### src/rtl/core/assert_macros.svh
// Assertion helpers shared by the RTL. Each macro places one labeled
// concurrent assertion that is checked on the rising clock edge and is
// switched off while reset is high.
`ifndef ASSERT_MACROS_SVH
`define ASSERT_MACROS_SVH

// The consequent must hold in the same cycle as the antecedent.
`define NCA_ASSERT_SAME(label, clk, rst, ante, cons, msg) \
   label: assert property (@(posedge clk) disable iff (rst) (ante) |-> (cons)) \
      else $error(msg);

// The consequent must hold in the cycle after the antecedent.
`define NCA_ASSERT_NEXT(label, clk, rst, ante, cons, msg) \
   label: assert property (@(posedge clk) disable iff (rst) (ante) |=> (cons)) \
      else $error(msg);

`endif

### src/rtl/core/nca_pkg.sv
`timescale 1ns / 1ps
`default_nettype none
// ----------------------------------------------------------------------------
// Nearest centroid assignment package
// Field widths, action and state codes, and the command and status words
// that pass between the controller and the datapath.
// ----------------------------------------------------------------------------
package nca_pkg;

   localparam int ACTION_W    = 2;
   localparam int CLONE_IDX_W = 5;
   localparam int SAMPLE_W    = 6;
   localparam int FREQ_W      = 16;
   localparam int SQ_W        = 32;
   localparam int SUM_W       = 38;
   localparam int TOTAL_W     = 48;
   localparam int CSR_W       = 6;

   localparam logic [CSR_W-1:0] CLONES_RESET = 6'd32;

   typedef enum logic [ACTION_W-1:0] {
      ACT_LOAD   = 2'd0,
      ACT_SAMPLE = 2'd1,
      ACT_CLEAR  = 2'd2
   } action_type;

   typedef enum logic [2:0] {
      ST_IDLE,
      ST_ISSUE,
      ST_DRAIN,
      ST_TOTAL,
      ST_EMIT
   } state_type;

   typedef struct packed {
      logic load;
      logic clear_total;
      logic capture;
      logic issue;
      logic total;
      logic emit;
   } cmd_type;

   typedef struct packed {
      logic issue_last;
      logic pass_done;
      logic out_free;
   } status_type;

endpackage
`default_nettype wire

### src/rtl/core/nca_ctrl.sv
`timescale 1ns / 1ps
`default_nettype none
`include "assert_macros.svh"
// ----------------------------------------------------------------------------
// Nearest centroid controller
// Accepts request words, sequences the per-centroid pass over the datapath
// and schedules the total update and the response word.
// ----------------------------------------------------------------------------
module nca_ctrl (
   input  logic                          clock,
   input  logic                          reset,
   input  logic                          req_valid,
   output logic                          req_ready,
   input  logic [nca_pkg::ACTION_W-1:0]  req_action,
   input  logic                          req_last_sample,
   input  nca_pkg::status_type           status,
   output nca_pkg::cmd_type              cmd
);
   import nca_pkg::*;

   state_type state_ff, state_in;
   logic      last_ff, last_in;

   always_ff @(posedge clock) begin
      if (reset) begin
         state_ff <= ST_IDLE;
         last_ff  <= 1'b0;
      end else begin
         state_ff <= state_in;
         last_ff  <= last_in;
      end
   end

   always_comb begin
      state_in  = state_ff;
      last_in   = last_ff;
      req_ready = 1'b0;
      cmd       = '0;
      case (state_ff)
         ST_IDLE: begin
            req_ready = 1'b1;
            if (req_valid) begin
               case (action_type'(req_action))
                  ACT_LOAD: begin
                     cmd.load = 1'b1;
                  end
                  ACT_SAMPLE: begin
                     cmd.capture = 1'b1;
                     last_in     = req_last_sample;
                     state_in    = ST_ISSUE;
                  end
                  ACT_CLEAR: begin
                     cmd.clear_total = 1'b1;
                  end
                  default: begin
                  end
               endcase
            end
         end
         ST_ISSUE: begin
            cmd.issue = 1'b1;
            if (status.issue_last) begin
               state_in = ST_DRAIN;
            end
         end
         ST_DRAIN: begin
            if (status.pass_done) begin
               state_in = last_ff ? ST_TOTAL : ST_IDLE;
            end
         end
         ST_TOTAL: begin
            cmd.total = 1'b1;
            state_in  = ST_EMIT;
         end
         ST_EMIT: begin
            if (status.out_free) begin
               cmd.emit = 1'b1;
               state_in = ST_IDLE;
            end
         end
         default: begin
            state_in = ST_IDLE;
         end
      endcase
   end

   `NCA_ASSERT_SAME(a_emit_needs_room, clock, reset, cmd.emit, status.out_free, "emit while output full")
   `NCA_ASSERT_NEXT(a_last_pass_totals, clock, reset, (state_ff == ST_DRAIN) && status.pass_done && last_ff, cmd.total, "finished variant skipped the total update")
   `NCA_ASSERT_SAME(a_issue_alone, clock, reset, cmd.issue, !req_ready && !cmd.emit && !cmd.total, "issue overlaps another command")

endmodule
`default_nettype wire

### config.mk
export PLATFORM = sky130hd
export DESIGN_NAME = nca_ctrl
export DESIGN_NICKNAME = d
export VERILOG_FILES = /design/src/rtl/core/nca_pkg.sv /design/src/rtl/core/nca_ctrl.sv
export VERILOG_INCLUDE_DIRS = /design/src /design/src/rtl/core
export SDC_FILE = /design/constraint.sdc
export NUM_CORES = 1
export LEC_CHECK = 0
export BUFFER_PORTS_ARGS = -buffer_cell sky130_fd_sc_hd__buf_2
export CORE_AREA = 2 2 39 41
export DETAILED_ROUTE_END_ITERATION = 10
export DIE_AREA = 0 0 41 43
export PLACE_DENSITY = 0.52
export REMOVE_ABC_BUFFERS = 1
export SETUP_SLACK_MARGIN = 0.4
export SYNTH_ARGS = -nofsm -noshare
export SYNTH_HDL_FRONTEND = slang
export SYNTH_SLANG_ARGS = --single-unit
### constraint.sdc
create_clock -name clock -period 2.2 [get_ports clock]
set_clock_uncertainty 0.15 [all_clocks]
set_input_delay 0.11 -clock clock [delete_from_list [all_inputs] [get_ports clock]]
set_output_delay 0.11 -clock clock [all_outputs]
set_load 0.03 [all_outputs]
==> impl_metrics.yaml <==
run_status:
  status: "finished clean"
finish:
  num-fill-cells: 161
  stdcell_count: 66
  fin_nets: 61
  diodes: 0
  layout.cells.most_common_list: "buf_2 (14), dfxtp_1 (4)"
  layout-drive-gt1-share: 0.520
  area_delta_synth_final_pct: 57.3
  final_common_cell: "buf_2"
  design_area_sq_um: 419
setup_path:
  crit_fanout: 7
  rr_startpoint: "state_ff[0]$_SDFFE_PP0P_"
  required_ps: 1940
  endpoint_kind: "output pin"
  critPathLaunch: "state_ff[0]$_SDFFE_PP0P_"
  r2r-end: "state_ff[0]$_SDFFE_PP0P_"
  rrSetupSlack_ps: 830
  setup.worst_path.class: "reg2out"
  reg2regPathDepth: 4
  crit_arrival_ps: 1480
  endpoint: "cmd[5]"
  cp-start-kind: "flop"
placed_design:
  dpl.cell_count: 61
  dp_hpwl_um: 478
  gp_congestion: 0.663
  post_dp_cell_area_sq_um: 362
  port_buffers: 15
sta:
  final.min_clock_period_ps: 1740
  setup_viol: 0
  tns_ps: 0
  slew_headroom: 0.750
  whs_ps: 21.9
  final_max_slew_viol_count: 0
  tightest_slew_ps: 366
  hold_viol_final: 0
  fin_crit_sh: 0.792
  rsz0062_at_grt: "no"
  max_freq_mhz: 574
clock_network:
  htree_num_levels: 1
  clk_pin_slew_ps: 40
  clock_latency_ps: 230
  cts_root_buf: "clkbuf_4"
  clk_path_buf_depth: 2
  cts_setup_buffers: 0
  cts.sinks: 4
  cts_tree: "done"
  cts_buffers: 3
global_routing:
  grt_pass1_vias: 234
  grt_pass1_wl_um: 828
  grtUsageTotal: 0.0743
  antenna_found_initial: 0
  overflow: 0
  grt_max_degree: 9
floorplan:
  num_rows: 14
  die-area_sq_um: 1760
  start_util: 0.193
  die_w_um: 41
  io_pins: 16
  coreArea_sq_um: 1380
  fp.dieH_um: 43
worst_hold_path:
  hp-class: "in2reg"
  worstHoldStart: "status[0]"
  hold_path_depth: 4
route:
  first_pass_iters: 4
  vias: 291
  ant_nets: 0
  drtIter0Drc: 3
  drc: 0
  routed_wl_um: 633
  avgViaCountPerCell: 4.41
  routedWlPerCell_um: 9.59
power:
  leakage_nw: 0.192
  power_mw: 0.292
  ir_drop_v: 0.000174
  power_density_nw_per_um2: 696
synth:
  netlist_area_sq_um: 267
  synth_simple_gate_area_share: 0.526
  synth-seq-cells: 4
  syn_avg_cell_area_sq_um: 8.88
  synth-compound-area-share: 0.0892
  synth.area.mux_share: 0.0376
  synthXorXnorAreaFrac: 0
  ys_seq_area_frac: 0.300
  synth_top_family_by_area: "simple AND/OR/NAND/NOR gates"
  synthAdderAreaFrac: 0
  yosys_warnings: 0
  synth_cell_types: 19
  synth_cells: 30
flow_run:
  drv_cap: 0
[metal layers]
layer  vias up  track usage  part of all wire
met5         -            0                 0
met4         0       0.0600                 0
met3         0       0.0471             0.098
met2        10        0.113              0.52
met1       128       0.0643              0.38
li1        153            -                 -
[registers in the layout, indices dropped and copies added, names as in the netlist]
name,flops
state_ff,3
last_ff,1
[power breakdown]
part	switching, mW	leakage, nW	internal (mW)	total, mW
clock network	0.0312	0.0138	0.0611	0.0923
registers	0.00879	0.0325	0.0796	0.0884
logic	0.0651	0.145	0.0460	0.111
total	0.105	0.192	0.187	0.292
[layout make-up]
type	instances	area [sq um]	share of cell area
inverters	2	12.5	0.0299
well taps	16	20.0	0.0478
multi-input cells	24	183	0.436
flip-flops and latches	4	80.1	0.191
clock buffers	3	22.5	0.0537
repair buffers	17	101	0.242
[synth_stat cells]
master | count | share of area
nor4b_1 | 1 | 0.033
a22o_1 | 1 | 0.033
nor4b_2 | 1 | 0.056
nor2_1 | 3 | 0.042
and4bb_2 | 1 | 0.047
nor2_2 | 1 | 0.023
nand2_2 | 1 | 0.023
a2111oi_0 | 1 | 0.033
dfxtp_1 | 4 | 0.30
nand2b_1 | 3 | 0.070
nand2_1 | 2 | 0.028
a31oi_1 | 1 | 0.023
or3_4 | 1 | 0.042
mux2i_1 | 1 | 0.038
inv_1 | 1 | 0.014
nor3_1 | 3 | 0.056
nand3b_1 | 1 | 0.028
clkinv_4 | 1 | 0.033
and3b_2 | 2 | 0.075
[worst max-delay path, cell delays in order, from the launching register on]
cell	delay, ps
dfxtp_1	340
or3_4	450
nor4b_4	290
buf_6	170
[how the worst min path moves through the flow]
| stage | end | slack [ps] |
|---|---|---|
| 2_1_floorplan | state_ff[2]$_SDFFE_PP0P_ | 30 |
| 3_3_place_gp | state_ff[2]$_SDFFE_PP0P_ | 210 |
| 3_5_place_dp | state_ff[2]$_SDFFE_PP0P_ | 210 |
| 4_1_cts | state_ff[2]$_SDFFE_PP0P_ | 20 |
| 5_1_grt | state_ff[2]$_SDFFE_PP0P_ | 50 |
| 6_report | state_ff[2]$_SDFFE_PP0P_ | 20 |
[cell families (layout without fill, tap and decap cells)]
logic type | count (synthesis) | after routing
AO/OA/AOI/OAI | 3 | 3
buffers and inverters | 2 | 22
flip-flops | 4 | 4
multiplexers | 1 | 1
AND/OR/NAND/NOR | 20 | 20
[through the flow]
step	utilization	setup slack, ps
after global routing	0.303	382
after floorplan	-	464
after detailed placement	0.261	685
final	0.303	457
after global placement	0.261	697
after CTS	0.292	426
[repair_timing]
action	4_1_cts	5_1_grt
endpoints found under the hold margin	3	0
hold buffers	2	0
resized for setup	0	4
endpoints found under the setup margin	0	1
Power figures use the tool's default switching activity.
